**src/hdl/lbs_pkg.sv**
```systemverilog
// lbs_pkg: shared types and fixed constants for the packed index lower-bound search.
// Chunk layout constants, error codes, sequencer states and the chunk status struct.
// No dependencies.
package lbs_pkg;

    localparam int HDR_BYTES   = 8;
    localparam int HDR_W       = 4;
    localparam int ENTRY_W     = 24;
    localparam int OFFSET_W    = 23;
    localparam int FLAG_BIT    = 23;
    localparam int VALUE_W     = 64;
    localparam int ASM_W       = 16;
    localparam int PHASE_W     = 2;

    localparam logic [PHASE_W-1:0] PHASE_LAST = 2'd2;

    localparam logic KIND_BYTE   = 1'b0;
    localparam logic KIND_SEARCH = 1'b1;

    typedef enum logic [1:0] {
        ERR_NONE  = 2'd0,
        ERR_SHORT = 2'd1,
        ERR_ALIGN = 2'd2,
        ERR_LONG  = 2'd3
    } err_t;

    typedef enum logic [2:0] {
        S_IDLE,
        S_PROBE,
        S_CMP,
        S_FETCH,
        S_EMIT
    } state_t;

    typedef struct packed {
        err_t               err;
        logic [VALUE_W-1:0] base;
    } chunk_info_t;

endpackage

```
**src/hdl/lbs_if.sv**
```systemverilog


interface lbs_rsp_if;
    logic        valid;
    logic        ready;
    logic        found;
    logic [63:0] match_value;
    logic        match_flag;
    logic [1:0]  error;

    modport source (output valid, found, match_value, match_flag, error, input ready);
    modport sink   (input valid, found, match_value, match_flag, error, output ready);
endinterface

```
**src/hdl/lbs_cmp.sv**
```systemverilog
// lbs_cmp: shared 64-bit add and compare unit used by every probe of the search.
// Depends on lbs_pkg.
module lbs_cmp (
    input  logic [lbs_pkg::VALUE_W-1:0]  base,
    input  logic [lbs_pkg::OFFSET_W-1:0] offset,
    input  logic [lbs_pkg::VALUE_W-1:0]  target,
    output logic [lbs_pkg::VALUE_W-1:0]  sum,
    output logic                         below
);
    import lbs_pkg::*;

    // Wrap at 64 bits, then compare unsigned.
    assign sum   = base + {{(VALUE_W-OFFSET_W){1'b0}}, offset};
    assign below = (sum < target);

endmodule

```
**src/hdl/lbs_search.sv**
```systemverilog
// lbs_search: lower-bound binary search sequencer driving the shared compare unit.
// Owns the result register; depends on lbs_pkg, lbs_if and lbs_cmp.
module lbs_search #(
    parameter int CNT_W = 11,
    parameter int IDX_W = 10
) (
    input  logic                         clk,
    input  logic                         rst_n,
    input  logic                         start,
    input  logic [lbs_pkg::VALUE_W-1:0]  target,
    input  lbs_pkg::chunk_info_t         info,
    input  logic [CNT_W-1:0]             n,
    output logic                         idle,
    output logic                         rd_en,
    output logic [IDX_W-1:0]             rd_addr,
    input  logic [lbs_pkg::ENTRY_W-1:0]  rd_data,
    lbs_rsp_if.source                    rsp
);
    import lbs_pkg::*;

    state_t             state_reg, state_next;
    logic [CNT_W-1:0]   first_reg, first_next;
    logic [CNT_W-1:0]   len_reg,   len_next;
    logic [CNT_W-1:0]   n_reg,     n_next;
    logic [VALUE_W-1:0] target_reg, target_next;
    err_t               err_reg,   err_next;
    logic               hit_reg,   hit_next;

    logic               valid_reg, valid_next;
    logic               found_reg, found_next;
    logic [VALUE_W-1:0] value_reg, value_next;
    logic               flag_reg,  flag_next;
    err_t               rerr_reg,  rerr_next;

    logic [CNT_W-1:0]   half;
    logic [CNT_W-1:0]   mid;
    logic [VALUE_W-1:0] sum;
    logic               below;
    logic               out_free;

    assign half     = len_reg >> 1;
    assign mid      = first_reg + half;
    assign out_free = !valid_reg || rsp.ready;

    lbs_cmp u_cmp (
        .base   (info.base),
        .offset (rd_data[OFFSET_W-1:0]),
        .target (target_reg),
        .sum    (sum),
        .below  (below)
    );

    // Search bookkeeping.
    always_comb
    begin
        first_next  = first_reg;
        len_next    = len_reg;
        n_next      = n_reg;
        target_next = target_reg;
        err_next    = err_reg;
        hit_next    = hit_reg;
        case (state_reg)
            S_IDLE:
            begin
                if (start)
                begin
                    first_next  = '0;
                    len_next    = n;
                    n_next      = n;
                    target_next = target;
                    err_next    = info.err;
                    hit_next    = 1'b0;
                end
            end
            S_CMP:
            begin
                if (below)
                begin
                    first_next = mid + CNT_W'(1);
                    len_next   = len_reg - half - CNT_W'(1);
                end
                else
                begin
                    len_next = half;
                end
            end
            S_FETCH:
            begin
                hit_next = 1'b1;
            end
            default:
            begin
                first_next = first_reg;
            end
        endcase
    end

    // Next state.
    always_comb
    begin
        state_next = state_reg;
        case (state_reg)
            S_IDLE:
            begin
                if (start)
                begin
                    if ((info.err != ERR_NONE) || (n == '0))
                    begin
                        state_next = S_EMIT;
                    end
                    else
                    begin
                        state_next = S_PROBE;
                    end
                end
            end
            S_PROBE:
            begin
                state_next = S_CMP;
            end
            S_CMP:
            begin
                if (len_next != '0)
                begin
                    state_next = S_PROBE;
                end
                else if (first_next < n_reg)
                begin
                    state_next = S_FETCH;
                end
                else
                begin
                    state_next = S_EMIT;
                end
            end
            S_FETCH:
            begin
                state_next = S_EMIT;
            end
            S_EMIT:
            begin
                if (out_free)
                begin
                    state_next = S_IDLE;
                end
            end
            default:
            begin
                state_next = S_IDLE;
            end
        endcase
    end

    // Outputs: memory read port and result register.
    always_comb
    begin
        idle       = (state_reg == S_IDLE);
        rd_en      = (state_reg == S_PROBE) || (state_reg == S_FETCH);
        rd_addr    = (state_reg == S_PROBE) ? mid[IDX_W-1:0] : first_reg[IDX_W-1:0];
        valid_next = valid_reg;
        found_next = found_reg;
        value_next = value_reg;
        flag_next  = flag_reg;
        rerr_next  = rerr_reg;
        if (rsp.ready)
        begin
            valid_next = 1'b0;
        end
        if ((state_reg == S_EMIT) && out_free)
        begin
            // Read data holds since the port is idle in this state.
            valid_next = 1'b1;
            found_next = hit_reg;
            value_next = hit_reg ? sum : '0;
            flag_next  = hit_reg ? rd_data[FLAG_BIT] : 1'b0;
            rerr_next  = err_reg;
        end
    end

    always_ff @(posedge clk or negedge rst_n)
    begin
        if (!rst_n)
        begin
            state_reg <= S_IDLE;
            valid_reg <= 1'b0;
        end
        else
        begin
            state_reg <= state_next;
            valid_reg <= valid_next;
        end
    end

    always_ff @(posedge clk)
    begin
        first_reg  <= first_next;
        len_reg    <= len_next;
        n_reg      <= n_next;
        target_reg <= target_next;
        err_reg    <= err_next;
        hit_reg    <= hit_next;
        found_reg  <= found_next;
        value_reg  <= value_next;
        flag_reg   <= flag_next;
        rerr_reg   <= rerr_next;
    end

    assign rsp.valid       = valid_reg;
    assign rsp.found       = found_reg;
    assign rsp.match_value = value_reg;
    assign rsp.match_flag  = flag_reg;
    assign rsp.error       = rerr_reg;

    a_probe_in_range: assert property (@(posedge clk) disable iff (!rst_n)
        (state_reg == S_PROBE) |-> (mid < n_reg))
        else $error("probe index beyond entry count");

    a_cmp_nonempty: assert property (@(posedge clk) disable iff (!rst_n)
        (state_reg == S_CMP) |-> (len_reg != '0))
        else $error("compare step with empty range");

    a_first_bounded: assert property (@(posedge clk) disable iff (!rst_n)
        (state_reg != S_IDLE && state_reg != S_EMIT) |-> (first_reg <= n_reg))
        else $error("lower bound moved past entry count");

    a_found_no_error: assert property (@(posedge clk) disable iff (!rst_n)
        (valid_reg && found_reg) |-> (rerr_reg == ERR_NONE))
        else $error("hit reported together with an error code");

endmodule

```
**src/flat_wrapper.sv**
```systemverilog
// flat-port wrapper written by rule: the top's interface ports become plain ports
module lbs_search_flat import lbs_pkg::*;
#(
    parameter int CNT_W = 11,
    parameter int IDX_W = 10
)
  (clk, rst_n, start, target, info, n, idle, rd_en, rd_addr, rd_data, rsp_valid, rsp_found, rsp_match_value, rsp_match_flag, rsp_error, rsp_ready);
  lbs_rsp_if rsp_i ();
  input  logic clk;
  input  logic rst_n;
  input  logic start;
  input  logic [lbs_pkg::VALUE_W-1:0] target;
  input  lbs_pkg::chunk_info_t info;
  input  logic [CNT_W-1:0] n;
  output logic idle;
  output logic rd_en;
  output logic [IDX_W-1:0] rd_addr;
  input  logic [lbs_pkg::ENTRY_W-1:0] rd_data;
  output wire logic [$bits(rsp_i.valid)-1:0] rsp_valid;
  output wire logic [$bits(rsp_i.found)-1:0] rsp_found;
  output wire logic [$bits(rsp_i.match_value)-1:0] rsp_match_value;
  output wire logic [$bits(rsp_i.match_flag)-1:0] rsp_match_flag;
  output wire logic [$bits(rsp_i.error)-1:0] rsp_error;
  input wire logic [$bits(rsp_i.ready)-1:0] rsp_ready;
  assign rsp_valid = rsp_i.valid;
  assign rsp_found = rsp_i.found;
  assign rsp_match_value = rsp_i.match_value;
  assign rsp_match_flag = rsp_i.match_flag;
  assign rsp_error = rsp_i.error;
  assign rsp_i.ready = rsp_ready;
  lbs_search #(.CNT_W(CNT_W), .IDX_W(IDX_W)) u_core (.clk(clk), .rst_n(rst_n), .start(start), .target(target), .info(info), .n(n), .idle(idle), .rd_en(rd_en), .rd_addr(rd_addr), .rd_data(rd_data), .rsp(rsp_i));
endmodule
```
**config.mk**
```make
export PLATFORM = sky130hd
export DESIGN_NAME = lbs_search_flat
export DESIGN_NICKNAME = d
export VERILOG_FILES = /design/src/hdl/lbs_pkg.sv /design/src/hdl/lbs_if.sv /design/src/hdl/lbs_cmp.sv /design/src/hdl/lbs_search.sv /design/src/flat_wrapper.sv
export SDC_FILE = /design/constraint.sdc
export NUM_CORES = 1
export LEC_CHECK = 0
export ABC_AREA = 0
export BUFFER_PORTS_ARGS = -buffer_cell sky130_fd_sc_hd__buf_2
export CORE_MARGIN = 5
export CORE_UTILIZATION = 60
export CTS_CLUSTER_SIZE = 14
export DETAILED_ROUTE_END_ITERATION = 12
export GPL_TIMING_DRIVEN = 0
export PLACE_DENSITY = 0.95
export SLEW_MARGIN = 20
export SYNTH_ARGS = -nofsm -noshare
export SYNTH_HDL_FRONTEND = slang
export SYNTH_SLANG_ARGS = --single-unit
export TNS_END_PERCENT = 5
```
**constraint.sdc**
```tcl
create_clock -name clk -period 8.9 [get_ports clk]
set_input_delay 0 -clock clk [delete_from_list [all_inputs] [get_ports clk]]
set_output_delay 0 -clock clk [all_outputs]
set_load 0.01 [all_outputs]
```
==> metrics.yaml <==
status: "complete, no violations"
grt_use_total_pct: 33.19
die_h_um: 146.9
cts.path.max_buffers: 2
antenna_left: 0
area_growth_pct: 27.61
min_path_type: "primary input to flip-flop"
hold_end: "u_core.rsp.match_value[0]$_SDFFCE_PN0P_"
intPower_w: 0.002301
clock.fmax_ghz: 0.1188
syn_area_mm2: 0.01124
pre_cts_ws_ps: 479.5
setup_slack_ps: 483.3
drc: 0
rr_endpoint: "u_core.state_reg[2]$_DFFE_PN0P_"
max_slew_margin_pct: 42.50
p_comb_share_pct: 47.4
htreeDepth: 4
min_from: "rd_data[0]"
worstReg2RegStart: "u_core.target_reg[26]$_DFFE_PP_"
r2r_cells: 21
grt_overflow: 0
grt_pass1_vias: 10650
ys_ff_latch: 172
power.total_w: 0.003882
clk_latency_ps: 440
maxCapViolCount: 0
p_leak_nw: 6.488
synthesis.nets: 1402
root_buffer: "clkbuf_16"
drive_gt1_share_pct: 20.89
setup_viol: 0
fill_cells: 1124
antenna_found_initial: 9
core_area_mm2: 0.01858
grt_max_degree: 54
synth-edff-count: 146
fin_skew_ps: 17.72
cts_setup_buffers: 0
cts-buffers-inserted: 17
synthArstFlopShare_pct: 2.326
nets: 1760
clockPowerShare_pct: 19.1
worstMarginPinSlew_ps: 860.7
r2r_slack_ps: 2980
drt-initial-drc-count: 1062
critPathSlowestCell: "nor4_2"
vias_per_cell: 6.288
switchingPower_w: 0.001580
cp_max_fo: 10
powerDensity_mw_per_mm2: 270.6
io_pins: 250
avgRoutedWirePerCell_um: 21.52
vias: 10850
slew_violations: 0
synth_flop_cell: "edfxtp_1"
arrival_ps: 8740
ys_types: 66
routabilityCongestion: 0.9774
drtPass1Iterations: 7
fp-row-count: 50
cts_tree: "built"
wirelength_um: 37120
avgSynthCellArea_um2: 10.10
critPathKind: "primary input to flip-flop"
final_cell_mix: "buf_2 (248), edfxtp_1 (146), ha_1 (117)"
crit_path_start_kind: "primary input"
mostFrequentLayoutCell: "buf_2"
fin_crit_sh_pct: 94.57
grt_first_pass_wirelength_um: 56510
start_util_pct: 60.49
cts-resized-gates: 0
netSwitchingFraction_pct: 40.71
yosys_warnings: 0
clkTransAtPathRegs_ps: 70
irDropWorstVdd_mv: 0.2605
die_w_um: 146.9
cts.sinks: 172
hold_viol: 0
critPathRequiredTime_ps: 9230
ys_seq_area_share_pct: 43.82
endpoint_kind: "flip-flop"
tns_ps: 0
rsz0062_at_grt: "false"
port_buffers: 248
cp_slowest_stage_delay_ps: 610
period_needed_ps: 8417
dieArea_mm2: 0.02157
p_seq_share_pct: 33.4
syn_inst: 1113
hpwl_um: 25840
hold_depth: 3
worst max-delay path: cells and delay by family:
kind                     cells  cell delay (ps)
AO/OA/AOI/OAI               17             4020
adder cells (fa/ha/maj)      4             1100
buffers and inverters        3              470
AND/OR/NAND/NOR             10             2750
multiplexers                 1              340
metrics by stage:
step	hold slack (ps)	utilization [%]	cells	area, um^2
after floorplan	-295.6	-	1113	11240
after global placement	-190.1	68.75	1595	12770
after detailed placement	-190.1	69.39	1599	12890
after CTS	2.372	77.10	1718	14330
after global routing	34.54	77.18	1724	14340
final	10.81	77.19	1725	14340
cell usage after synthesis (all sizes together), types with 10 or more instances:
cell    count  area, um^2
edfxtp    146        4384
ha        117        1464
inv       110       412.9
a21oi      82       414.2
nand2      81       304.0
and2       57       356.6
nor2       53       198.9
xnor2      48       420.4
o21ai      41       205.2
nand3      32       160.2
xor2       29       254.0
nand4      26       162.7
clkbuf     24       90.09
dfxtp      22       440.4
a21o       21       157.7
nor3       19       95.09
and3       17       106.4
nand2b     16       100.1
a22o       11       96.34
a211oi     10       75.07
power by group through the flow:
stage / registers (W) / clock network, W / logic (W)
final: 0.00130 / 0.000743 / 0.00184
after global routing: 0.00131 / 0.000775 / 0.00199
after CTS: 0.00128 / 0.000738 / 0.00179
after detailed placement: 0.00130 / 0 / 0.00174
after global placement: 0.00132 / 0 / 0.00160
after floorplan: 0.00132 / 0 / 0.00115
what timing repair did:
| item | CTS | global route |
|---|---|---|
| hold buffers | 87 | 0 |
| setup endpoints to repair | 0 | 0 |
| endpoints found under the hold margin | 90 | 0 |
cell type report:
type	count	area (um^2)	area share, %
timing repair buffer	339	2222	15.49
sequential	172	4925	34.34
clock inverter	15	135.1	0.9422
tap	234	292.8	2.041
antenna	7	17.52	0.1221
multi-input combinational	805	5814	40.54
clock buffer	17	425.4	2.966
inverter	110	412.9	2.879
buffer	26	97.59	0.6805
worst max path at each step:
stage                     cells after the start                              end  startpoint
after floorplan                              33  u_core.state_reg[2]$_DFFE_PN0P_     info[0]
after global placement                       35  u_core.state_reg[2]$_DFFE_PN0P_     info[0]
after detailed placement                     35  u_core.state_reg[2]$_DFFE_PN0P_     info[0]
after CTS                                    35  u_core.state_reg[2]$_DFFE_PN0P_     info[0]
after global routing                         35  u_core.state_reg[2]$_DFFE_PN0P_     info[0]
final                                        35  u_core.state_reg[2]$_DFFE_PN0P_     info[0]
kinds of logic (layout without fill, tap and decap cells):
| family | count (synthesis) | count (layout) | synth area share (%) |
|---|---|---|---|
| AOI/OAI and AO/OA | 245 | 245 | 14.37 |
| xor gates and xnor gates | 77 | 77 | 6.000 |
| adders and majority gates | 120 | 120 | 13.56 |
| buffers and inverters | 136 | 507 | 4.542 |
| DFF | 172 | 172 | 43.82 |
| muxes | 17 | 17 | 1.614 |
| other | 0 | 7 | 0 |
| and+or+nand+nor | 346 | 346 | 16.10 |
per-layer routing:
| metal | global-route usage, % | up-vias | part of all wire (%) |
|---|---|---|---|
| met5 | 0 | - | 0.070 |
| met4 | 17.40 | 4 | 6.0 |
| met3 | 6.323 | 219 | 9.8 |
| li1 | - | 4792 | - |
| met1 | 39.27 | 5021 | 36 |
| met2 | 57.41 | 810 | 48 |
(Power assumes the default switching activity.)
