===== config.mk =====
export PLATFORM = sky130hd
export DESIGN_NAME = lbs_loader
export DESIGN_NICKNAME = d
export VERILOG_FILES = /design/src/hdl/lbs_pkg.sv /design/src/hdl/lbs_loader.sv
export SDC_FILE = /design/constraint.sdc
export NUM_CORES = 1
export LEC_CHECK = 0
export BUFFER_PORTS_ARGS = -buffer_cell sky130_fd_sc_hd__buf_2
export CAP_MARGIN = 40
export CORE_MARGIN = 2
export CORE_UTILIZATION = 35
export CTS_BUF_LIST = sky130_fd_sc_hd__clkbuf_4 sky130_fd_sc_hd__clkbuf_8 sky130_fd_sc_hd__clkbuf_16
export DETAILED_ROUTE_END_ITERATION = 16
export PLACE_DENSITY_LB_ADDON = 0.08
export SYNTH_ARGS = -nofsm -noshare
export SYNTH_HDL_FRONTEND = slang
export SYNTH_SLANG_ARGS = --single-unit

===== constraint.sdc =====
create_clock -name clk -period 2.5 [get_ports clk]
set_clock_uncertainty 0.05 [all_clocks]
set_input_delay 0.375 -clock clk [delete_from_list [all_inputs] [get_ports clk]]
set_output_delay 0.375 -clock clk [all_outputs]
set_load 0.02 [all_outputs]

===== src/hdl/lbs_pkg.sv =====
// lbs_pkg: shared types and fixed constants for the packed index lower-bound search.
// Chunk layout constants, error codes, sequencer states and the chunk status struct.
// No dependencies.
package lbs_pkg;

    localparam int HDR_BYTES   = 8;
    localparam int HDR_W       = 4;
    localparam int ENTRY_W     = 24;
    localparam int OFFSET_W    = 23;
    localparam int FLAG_BIT    = 23;
    localparam int VALUE_W     = 64;
    localparam int ASM_W       = 16;
    localparam int PHASE_W     = 2;

    localparam logic [PHASE_W-1:0] PHASE_LAST = 2'd2;

    localparam logic KIND_BYTE   = 1'b0;
    localparam logic KIND_SEARCH = 1'b1;

    typedef enum logic [1:0] {
        ERR_NONE  = 2'd0,
        ERR_SHORT = 2'd1,
        ERR_ALIGN = 2'd2,
        ERR_LONG  = 2'd3
    } err_t;

    typedef enum logic [2:0] {
        S_IDLE,
        S_PROBE,
        S_CMP,
        S_FETCH,
        S_EMIT
    } state_t;

    typedef struct packed {
        err_t               err;
        logic [VALUE_W-1:0] base;
    } chunk_info_t;

endpackage


===== src/hdl/lbs_loader.sv =====
// lbs_loader: assembles chunk bytes into the base value and 24-bit entries.
// Writes entries into the entry RAM and reports chunk status; depends on lbs_pkg.
module lbs_loader #(
    parameter int MAX_ENTRIES = 1024,
    parameter int CNT_W       = 11,
    parameter int IDX_W       = 10
) (
    input  logic                         clk,
    input  logic                         rst_n,
    input  logic                         byte_en,
    input  logic [7:0]                   data_byte,
    input  logic                         last,
    output lbs_pkg::chunk_info_t         info,
    output logic [CNT_W-1:0]             n,
    output logic                         wr_en,
    output logic [IDX_W-1:0]             wr_addr,
    output logic [lbs_pkg::ENTRY_W-1:0]  wr_data
);
    import lbs_pkg::*;

    logic [HDR_W-1:0]   hdr_reg,    hdr_next;
    logic [PHASE_W-1:0] phase_reg,  phase_next;
    logic [CNT_W-1:0]   cnt_reg,    cnt_next;
    logic [ASM_W-1:0]   asm_reg,    asm_next;
    logic [VALUE_W-1:0] base_reg,   base_next;
    logic               closed_reg, closed_next;
    logic               ovf_reg,    ovf_next;

    // View of the state after the new-chunk clear.
    logic [HDR_W-1:0]   eff_hdr;
    logic [PHASE_W-1:0] eff_phase;
    logic [CNT_W-1:0]   eff_cnt;
    logic [ASM_W-1:0]   eff_asm;
    logic [VALUE_W-1:0] eff_base;
    logic               eff_ovf;
    logic               full;

    always_comb
    begin
        eff_hdr   = closed_reg ? '0 : hdr_reg;
        eff_phase = closed_reg ? '0 : phase_reg;
        eff_cnt   = closed_reg ? '0 : cnt_reg;
        eff_asm   = closed_reg ? '0 : asm_reg;
        eff_base  = closed_reg ? '0 : base_reg;
        eff_ovf   = closed_reg ? 1'b0 : ovf_reg;
        full      = (eff_hdr == HDR_W'(HDR_BYTES)) && (eff_cnt == CNT_W'(MAX_ENTRIES));
    end

    always_comb
    begin
        hdr_next    = hdr_reg;
        phase_next  = phase_reg;
        cnt_next    = cnt_reg;
        asm_next    = asm_reg;
        base_next   = base_reg;
        closed_next = closed_reg;
        ovf_next    = ovf_reg;
        wr_en       = 1'b0;
        wr_addr     = eff_cnt[IDX_W-1:0];
        wr_data     = {eff_asm, data_byte};
        if (byte_en)
        begin
            hdr_next    = eff_hdr;
            phase_next  = eff_phase;
            cnt_next    = eff_cnt;
            asm_next    = eff_asm;
            base_next   = eff_base;
            ovf_next    = eff_ovf;
            closed_next = last;
            if (full)
            begin
                // Drop the byte past capacity.
                ovf_next = 1'b1;
            end
            else if (eff_hdr < HDR_W'(HDR_BYTES))
            begin
                base_next = {eff_base[VALUE_W-9:0], data_byte};
                hdr_next  = eff_hdr + HDR_W'(1);
            end
            else if (eff_phase != PHASE_LAST)
            begin
                asm_next   = {eff_asm[7:0], data_byte};
                phase_next = eff_phase + PHASE_W'(1);
            end
            else
            begin
                wr_en      = 1'b1;
                phase_next = '0;
                cnt_next   = eff_cnt + CNT_W'(1);
            end
        end
    end

    always_ff @(posedge clk or negedge rst_n)
    begin
        if (!rst_n)
        begin
            hdr_reg    <= '0;
            phase_reg  <= '0;
            cnt_reg    <= '0;
            asm_reg    <= '0;
            base_reg   <= '0;
            closed_reg <= 1'b0;
            ovf_reg    <= 1'b0;
        end
        else
        begin
            hdr_reg    <= hdr_next;
            phase_reg  <= phase_next;
            cnt_reg    <= cnt_next;
            asm_reg    <= asm_next;
            base_reg   <= base_next;
            closed_reg <= closed_next;
            ovf_reg    <= ovf_next;
        end
    end

    always_comb
    begin
        info.base = base_reg;
        if (ovf_reg)
        begin
            info.err = ERR_LONG;
        end
        else if (hdr_reg < HDR_W'(HDR_BYTES))
        begin
            info.err = ERR_SHORT;
        end
        else if (phase_reg != '0)
        begin
            info.err = ERR_ALIGN;
        end
        else
        begin
            info.err = ERR_NONE;
        end
    end

    assign n = cnt_reg;

endmodule


==> impl_results.md, run 1 <==
* Post-synth EDFFs at 0
* CP required at 2.08 ns
* Syn nets at 385
* Highest Signal Layer: met4
* Count of cell types in the netlist at 48
* Total placed cells including tap cells at 636
* Mapped cell area at 4380 um2
* Total number of vias at 3226
* Critical path class: reg -> out
* Chip width at 116 um
* Area leader, netlist: dfrtp_1
* Most frequent cell after synthesis: dfrtp_1
* Post-route cell area at 5430 um2
* Seq cells post-synth at 99
* Fmax at 422 MHz
* Drt wl/cell at 15.7 um
* Max Cap Viol at 0
* Final nets at 495
* Post-synthesis async set-or-reset flop share at 100%
* Met3 wire length at 609 um
* Ant. Diodes at 0
* DRC violations left at 0
* Placer Congestion at 0.815
* Slew Viols, Final at 0
* CTS Buf Count at 9
* Slew @ Worst Pin at 0.560 ns
* Mapped Cells at 370
* CTS sink cnt at 99
* Largest net degree at the start of global routing at 75
* Htree depth at 3
* # Post-CTS Setup Buffers at 0
* Syn. warnings at 0
* Post-Route WL at 10300 um
* Clock Tree Root: clkbuf_16
* Initial DRT Pass Iterations at 4
* All-Layer GR Usage at 15.6%
* Grt ovf at 0
* Drt via density at 4.95
* Site Rows at 40
* Crit-path max FO at 12
* Most instantiated cells after synthesis: dfrtp_1 (99), a22o_1 (62), nand2_1 (29)
* RSZ-0062 raised after global routing: false
* Headroom to the max-slew limit at 62.6%
* Met1 Wirelength at 5060 um
* First-pass GRT wire length at 16200 um
* R2r setup slk at 0.45 ns
* Crit path launch type: register
* Die area at 13400 um2
* Post-DRT Antenna Nets at 0
* IO Port Bufs at 123
* Worst Setup End Kind: primary output
* Worst-Skew Late Latency at 0.34 ns
* # IOs at 124
* Largest vdd supply drop at 0.000268 V
* Ranking of synthesized cells by area: dfrtp_1 (57%), a22o_1 (12%), nor2b_1 (3.7%)
* Post-route insts no fill at 652
* Leak pwr at 0.00280 uW
* Layout cells sized above 1 at 35.1%
* Status: complete, no violations
* DP HPWL at 6870 um
* Clk buf depth at 2
* Post-synth top area share at 56.6%
* Setup TNS Final at 0 ns
* Final period util at 94.7%
* Core area at 12100 um2
* Initial Util at 36.1%
* Clock Pin Slew Worst Setup and Hold Paths at 0.07 ns
* Vias in the first global route at 2975
* CTS tree: yes
* Hold Violations, Final at 0
* Hold crit path type: in -> reg
* Chip height at 116 um
* Sequential fraction of the synthesis area at 56.6%
* Max reg flops at 64
* Top_reg_cell synth: dfrtp_1
* WL met2 at 4450 um
* Area grow syn2layout at 23.9%
* Iteration-0 DRC count of the detailed router at 193
* Critical Path AT at 1.94 ns
* Antenna violations before repair at 0
* Mapped Avg Cell Area at 11.8 um2
* Cell Pwr Density at 793 nW/um2
* Final Util at 44.8%
* Tmin final at 2.37 ns
* Cell Area, Placed at 5130 um2
* Finish-stage setup viols at 0
metrics by stage:
stage | setup WS [ns] | hold slack, ns | total power (uW)
after floorplan | 0.235 | 0.0294 | 2660
after global placement | 0.375 | 0.344 | 3030
after detailed placement | 0.316 | 0.350 | 3040
after CTS | 0.0719 | 0.209 | 4370
after global routing | 0.00102 | 0.218 | 4540
final | 0.132 | 0.226 | 4300
critical path, stage by stage (launching register included):
cell and delay, ns:
dfrtp_2 0.46, nand2b_1 0.16, ha_1 0.16, nor4b_4 0.30, and3_4 0.30, nor2_1 0.08
buf_2 0.16
cells in the final DEF, fill, tap and decap left out, drive strengths merged, types with 2 or more instances in the layout:
cell type  instances
a21oi              6
nand3              6
nand2             29
a22o              62
o22ai              3
or4                3
nor2               9
buf              132
o21ai             16
clkbuf            10
o311ai             2
clkinv             3
mux2              10
a31oi              2
nor2b             26
and2               2
mux2i              4
ha                 3
nand2b            15
dfrtp             99
nand4              3
nor4b              4
and3               3
inv               13
path summary, 6_finish.rpt:
path                                     startpoint                        to  depth (start not counted)
max in group asynchronous                     rst_n  base_reg[12]$_DFFE_PN0P_                          3
max reg2reg                  closed_reg$_DFFE_PN0P_   asm_reg[11]$_DFFE_PN0P_                          6
min in group asynchronous                     rst_n  base_reg[62]$_DFFE_PN0P_                          2
min reg2reg                base_reg[63]$_DFFE_PN0P_  base_reg[63]$_DFFE_PN0P_                          2
min                                    data_byte[4]    asm_reg[4]$_DFFE_PN0P_                          2
max                          closed_reg$_DFFE_PN0P_                     wr_en                          6
power breakdown:
group | internal [uW] | switching (uW)
Combinational | 379 | 617
Sequential | 1790 | 207
Clock | 702 | 603
Total | 2870 | 1430
what timing repair did:
item                       in CTS  in global routing
cloned                          0                  0
hold endpoints to repair       39                  0
resized for setup               2                  1
hold buffers                    1                  0
setup endpoints to repair       1                  1
final cells by class:
cell class | instances | area (um2)
fillers | 1192 | 6690
flip-flops and latches | 99 | 2480
multi-input cells | 226 | 1690
repair buffers | 133 | 733
clock buffers | 10 | 239
well taps | 168 | 210
inverters | 11 | 41.3
clock inverters | 5 | 36.3
cell families (layout without fill, tap and decap cells):
logic type | count (synthesis) | count (layout) | synth area share, %
and+or+nand+nor | 107 | 107 | 15.3
buffers and inverters | 45 | 159 | 5.17
AOI/OAI and AO/OA | 100 | 100 | 18.2
muxes | 14 | 14 | 3.49
DFF | 99 | 99 | 56.6
xor gates and xnor gates | 2 | 2 | 0.400
adders and majority gates | 3 | 3 | 0.857
layer usage:
metal	vias up	global-route usage [%]
li1	1558	-
met1	1568	23.1
met2	89	21.7
met3	11	3.82
met4	0	6.19
met5	-	0
Note: power is estimated with default switching activity, not from simulation.
==> inputs of run 2 (changes only) <==
--- a/config.mk
+++ b/config.mk
@@ -10,5 +10,5 @@
 export CORE_MARGIN = 2
 export CORE_UTILIZATION = 35
-export CTS_BUF_LIST = sky130_fd_sc_hd__clkbuf_4 sky130_fd_sc_hd__clkbuf_8 sky130_fd_sc_hd__clkbuf_16
+export CTS_BUF_LIST = sky130_fd_sc_hd__clkbuf_16
 export DETAILED_ROUTE_END_ITERATION = 16
 export PLACE_DENSITY_LB_ADDON = 0.08
--- a/constraint.sdc
+++ b/constraint.sdc
@@ -3,3 +3,3 @@
 set_input_delay 0.375 -clock clk [delete_from_list [all_inputs] [get_ports clk]]
 set_output_delay 0.375 -clock clk [all_outputs]
-set_load 0.02 [all_outputs]
+set_load 0.01 [all_outputs]
==> run 2 against run 1 <==
Combinational power down 13%; total power decreased by 2.1%; the flow now finishes with violations (negative hold slack); largest cell class unchanged; core utilization about the same.
==> impl_results.md, run 2 (same netlist as run 1, synthesis figures left out) <==
* Status: finished, violations left
* Violated checks: negative hold slack
* WP buf/inv at 1
* Crit-path slowest cell: dfrtp_1
* # Post-CTS Setup Buffers at 0
* Placer Congestion at 0.830
* Post-route cell area at 5420 um2
* Largest delay share family, worst path: simple AND/OR/NAND/NOR gates
* Crit-path cells: nand2b_1 > ha_1 > nor4b_4 > and3_2 > nor2_1 > buf_2
* Crit path launch type: register
* Setup WS post-layout at 0.136 ns
* IO Port Bufs at 123
* Largest vdd supply drop at 0.000291 V
* Iteration-0 DRC count of the detailed router at 225
* Antenna violations before repair at 0
* Post-DRT Antenna Nets at 0
* Leak pwr at 0.00280 uW
* Post_cts resized at 0
* Total Power at 4210 uW
* Chip height at 116 um
* RSZ-0062 raised after global routing: false
* Max reg flops at 64
* Final Util at 44.8%
* # IOs at 124
* Hold Violations, Final at 4
* Headroom to the max-slew limit at 56.7%
* Site Rows at 40
* Commonest non-fill, non-tap cell in the layout: buf_2
* Tmin final at 2.36 ns
* CP required at 2.08 ns
* Initial DRT Pass Iterations at 7
* R2r setup slk at 0.47 ns
* Fillers at 1178
* Clk buf depth at 2
* Drt via density at 5.01
* Worst-Skew Late Latency at 0.35 ns
* Cell Area, Placed at 5130 um2
* Post-Route WL at 10600 um
* Area grow syn2layout at 23.8%
* Fmax at 423 MHz
* Hold_buf cts at 0
* DP HPWL at 7040 um
* Drt wl/cell at 16.2 um
* Initial Util at 36.1%
* Slew Viols, Final at 0
* Clock Pin Slew Worst Setup and Hold Paths at 0.07 ns
* WHS at -0.00616 ns
* Final period util at 94.6%
* Max Cap Viol at 0
* Die area at 13400 um2
* Commonest non-fill, non-tap cells in the layout: buf_2 (122), dfrtp_1 (99), a22o_1 (62), nand2_1 (28), nor2b_1 (26)
* Grt ovf at 0
* CTS sink cnt at 99
* Core area at 12100 um2
* Worst Setup End Kind: primary output
* First-pass GRT wire length at 16600 um
* Cell Pwr Density at 777 nW/um2
* CTS tree: yes
* CTS Buf Count at 9
* Critical path class: reg -> out
* Total number of vias at 3264
* All-Layer GR Usage at 15.9%
* Crit-path max FO at 7
* Critical Path AT at 1.94 ns
* Setup TNS Final at 0 ns
* DP Worst Slack at 0.459 ns
* Final nets at 494
* Clock Tree Root: clkbuf_16
* DRC violations left at 0
* Layout cells sized above 1 at 35.1%
* Vias in the first global route at 3020
* Chip width at 116 um
* CP max stage delay at 0.43 ns
* Finish-stage setup viols at 0
* Slew @ Worst Pin at 0.650 ns
* Htree depth at 3
* Hold crit path type: in -> async
* Ant. Diodes at 0
* Largest net degree at the start of global routing at 75
==> run 2: cell count changes in the layout (fill, tap and decap cells not counted) <==
cell | previous run | this run
and3_2 | 0 | 1
and3_4 | 1 | 0
clkbuf_8 | 1 | 0
clkinv_2 | 2 | 1
clkinv_4 | 1 | 3
clkinvlp_4 | 0 | 1
dfrtp_1 | 98 | 99
dfrtp_2 | 1 | 0
dlygate4sd3_1 | 1 | 0
inv_6 | 2 | 0
inv_8 | 0 | 2
==> run 2: power breakdown <==
part | total [uW] | switching, uW | internal, uW
Clock | 1350 | 661 | 693
Combinational | 864 | 489 | 376
Sequential | 1990 | 203 | 1790
==> run 2: area by class of cell <==
type	instances	area [um2]	share of cell area, %
Clock buffer	9	225	4.15
Clock inverter	7	61.3	1.13
Inverter	11	41.3	0.762
Multi-Input combinational cell	226	1680	31.0
Sequential cell	99	2480	45.7
Tap cell	168	210	3.88
Timing Repair Buffer	132	723	13.3
==> run 2: layer usage <==
layer | track usage [%] | vias up | part of all wire, %
met1 | 23.5 | 1620 | 50
met3 | 3.35 | 10 | 5.3
met4 | 6.67 | 0 | 1.7
met2 | 22.6 | 86 | 43
li1 | - | 1548 | -
met5 | 0 | - | 0
==> run 2: per-stage QoR <==
stage	hold WS [ns]	cells
6_report	-0.00616	652
3_5_place_dp	0.402	636
4_1_cts	0.0261	652
3_3_place_gp	0.394	636
5_1_grt	0.0561	652
2_1_floorplan	0.0294	370
==> run 2: path summary, 6_finish.rpt <==
path,startpoint,end,cells after the start
worst min register to register,base_reg[24]$_DFFE_PN0P_,base_reg[24]$_DFFE_PN0P_,2
min in group clk,data_byte[4],asm_reg[4]$_DFFE_PN0P_,2
worst max register to register,closed_reg$_DFFE_PN0P_,asm_reg[1]$_DFFE_PN0P_,6
worst max-delay path,closed_reg$_DFFE_PN0P_,wr_en,6
worst min-delay path,rst_n,n[8]$_DFFE_PN0P_,1
max in group asynchronous,rst_n,base_reg[60]$_DFFE_PN0P_,2
==> inputs of run 3 (changes only) <==
Settings changed: CORE_UTILIZATION 35 to 52, SLEW_MARGIN set to 30, TNS_END_PERCENT set to 50.
==> run 3 against run 2 <==
The flow now finishes without violations; register-to-register slack is essentially flat; routed wire length shrank 10%; worst setup slack lost 0.0062 ns; non-clock buffer count grew 4; sequential share of layout area grew 0.38 points; first-iteration DRC count shrank 31%; critical path type unchanged.
==> impl_results.md, run 3 (same netlist as run 1, synthesis figures left out) <==
* Status: complete, no violations
* Crit-path cells: nand2b_1 > ha_1 > nor4b_4 > and3_2 > nor2_1 > buf_2
* Site Rows at 33
* Initial Util at 53.6%
* CTS Buf Count at 9
* Finish-stage setup viols at 0
* Clock Pin Slew Worst Setup and Hold Paths at 0.08 ns
* Critical path class: reg -> out
* IO Port Bufs at 123
* Chip width at 95.8 um
* Max reg flops at 64
* RSZ-0062 raised after global routing: false
* First-pass GRT wire length at 15100 um
* Critical Path AT at 1.95 ns
* Crit path launch type: register
* Cell Area, Placed at 5080 um2
* Initial DRT Pass Iterations at 5
* Fmax at 422 MHz
* Slew Viols, Final at 0
* Core area at 8180 um2
* Commonest non-fill, non-tap cells in the layout: buf_2 (122), dfrtp_1 (98), a22o_1 (62), nand2_1 (28), nor2b_1 (26)
* Cell Pwr Density at 781 nW/um2
* Max Cap Viol at 0
* Worst-Skew Late Latency at 0.34 ns
* Crit-path max FO at 9
* Final period util at 94.8%
* Leak pwr at 0.00282 uW
* Htree depth at 3
* Area grow syn2layout at 22.9%
* Largest net degree at the start of global routing at 54
* Drt wl/cell at 16.0 um
* Fillers at 656
* Total placed cells including tap cells at 577
* Worst Setup End Kind: primary output
* Total Power at 4200 uW
* Hold crit path type: in -> async
* Chip height at 95.8 um
* DRC violations left at 0
* Post-route insts no fill at 593
* Slew @ Worst Pin at 0.753 ns
* Vias in the first global route at 2975
* Headroom to the max-slew limit at 49.8%
* Ant. Diodes at 0
* Die area at 9170 um2
* Iteration-0 DRC count of the detailed router at 155
* # Post-CTS Setup Buffers at 0
* Commonest non-fill, non-tap cell in the layout: buf_2
* Placer Congestion at 0.806
* Post-DRT Antenna Nets at 0
* Crit-path slowest cell: dfrtp_2
* CP required at 2.08 ns
* Worst reg2reg path depth at 6
* Grt ovf at 0
* Hold Violations, Final at 0
* Clk buf depth at 2
* Final nets at 498
* Clock Tree Root: clkbuf_16
* CP max stage delay at 0.43 ns
* Post-Route WL at 9490 um
* Layout cells sized above 1 at 35.9%
* Drt via density at 5.45
* Largest vdd supply drop at 0.000462 V
* # IOs at 124
* Setup TNS Final at 0 ns
* CTS sink cnt at 99
* Antenna violations before repair at 0
* Total number of vias at 3231
* CTS tree: yes
* Post-route cell area at 5380 um2
* Tmin final at 2.37 ns
* All-Layer GR Usage at 21.0%
* DP HPWL at 6490 um
==> run 3: changes by cell type in the layout (fill, tap and decap cells not counted), sizes merged <==
cell,previous run,this run
clkinvlp,1,0
clkinv,4,3
buf,132,136
inv,13,15
==> run 3: final timing paths <==
path / start / endpoint / slack, ns
max in group asynchronous: rst_n / base_reg[48]$_DFFE_PN0P_ / 1.73
worst min register to register: base_reg[23]$_DFFE_PN0P_ / base_reg[23]$_DFFE_PN0P_ / 0.45
worst min-delay path: rst_n / n[8]$_DFFE_PN0P_ / 0.02
min in group clk: last / closed_reg$_DFFE_PN0P_ / 0.22
worst max-delay path: closed_reg$_DFFE_PN0P_ / wr_en / 0.13
worst max register to register: closed_reg$_DFFE_PN0P_ / asm_reg[1]$_DFFE_PN0P_ / 0.46
==> run 3: worst max-delay path: cells and delay by family, from the launching register on <==
family	cells	cell delay, ns
AND/OR/NAND/NOR	4	0.87
flip-flops	1	0.43
adder cells (fa/ha/maj)	1	0.16
buffers and inverters	1	0.14
==> run 3: metrics by stage <==
| step | hold WS, ns | worst slack, ns | utilization [%] |
|---|---|---|---|
| after floorplan | 0.0294 | 0.338 | - |
| after global placement | 0.408 | 0.284 | 62.0 |
| after detailed placement | 0.416 | 0.346 | 62.2 |
| after CTS | 0.0580 | 0.0526 | 65.8 |
| after global routing | 0.0823 | 0.00517 | 65.8 |
| final | 0.0237 | 0.130 | 65.8 |
==> run 3: area by class of cell <==
type	count	area (um2)	area share (%)
sequential	99	2480	46.1
multi-input combinational	226	1690	31.5
timing repair buffer	136	741	13.8
clock buffer	9	225	4.19
tap	105	131	2.44
clock inverter	7	67.6	1.26
inverter	11	41.3	0.768
==> run 3: power by group <==
group          internal (uW)  switching [uW]
clock                    702             642
combinational            384             484
sequential              1790             199
==> run 3: what timing repair did <==
action	CTS	global route
cloned	0	0
resized for setup	1	1
setup endpoints to repair	1	1
hold buffers	0	0
==> run 3: per-layer routing <==
layer	global-route usage, %	vias up	routed length [um]
met5	0	-	0
met4	7.62	0	143
met3	4.78	12	583
met2	29.3	102	4070
met1	32.0	1558	4690
li1	-	1559	-
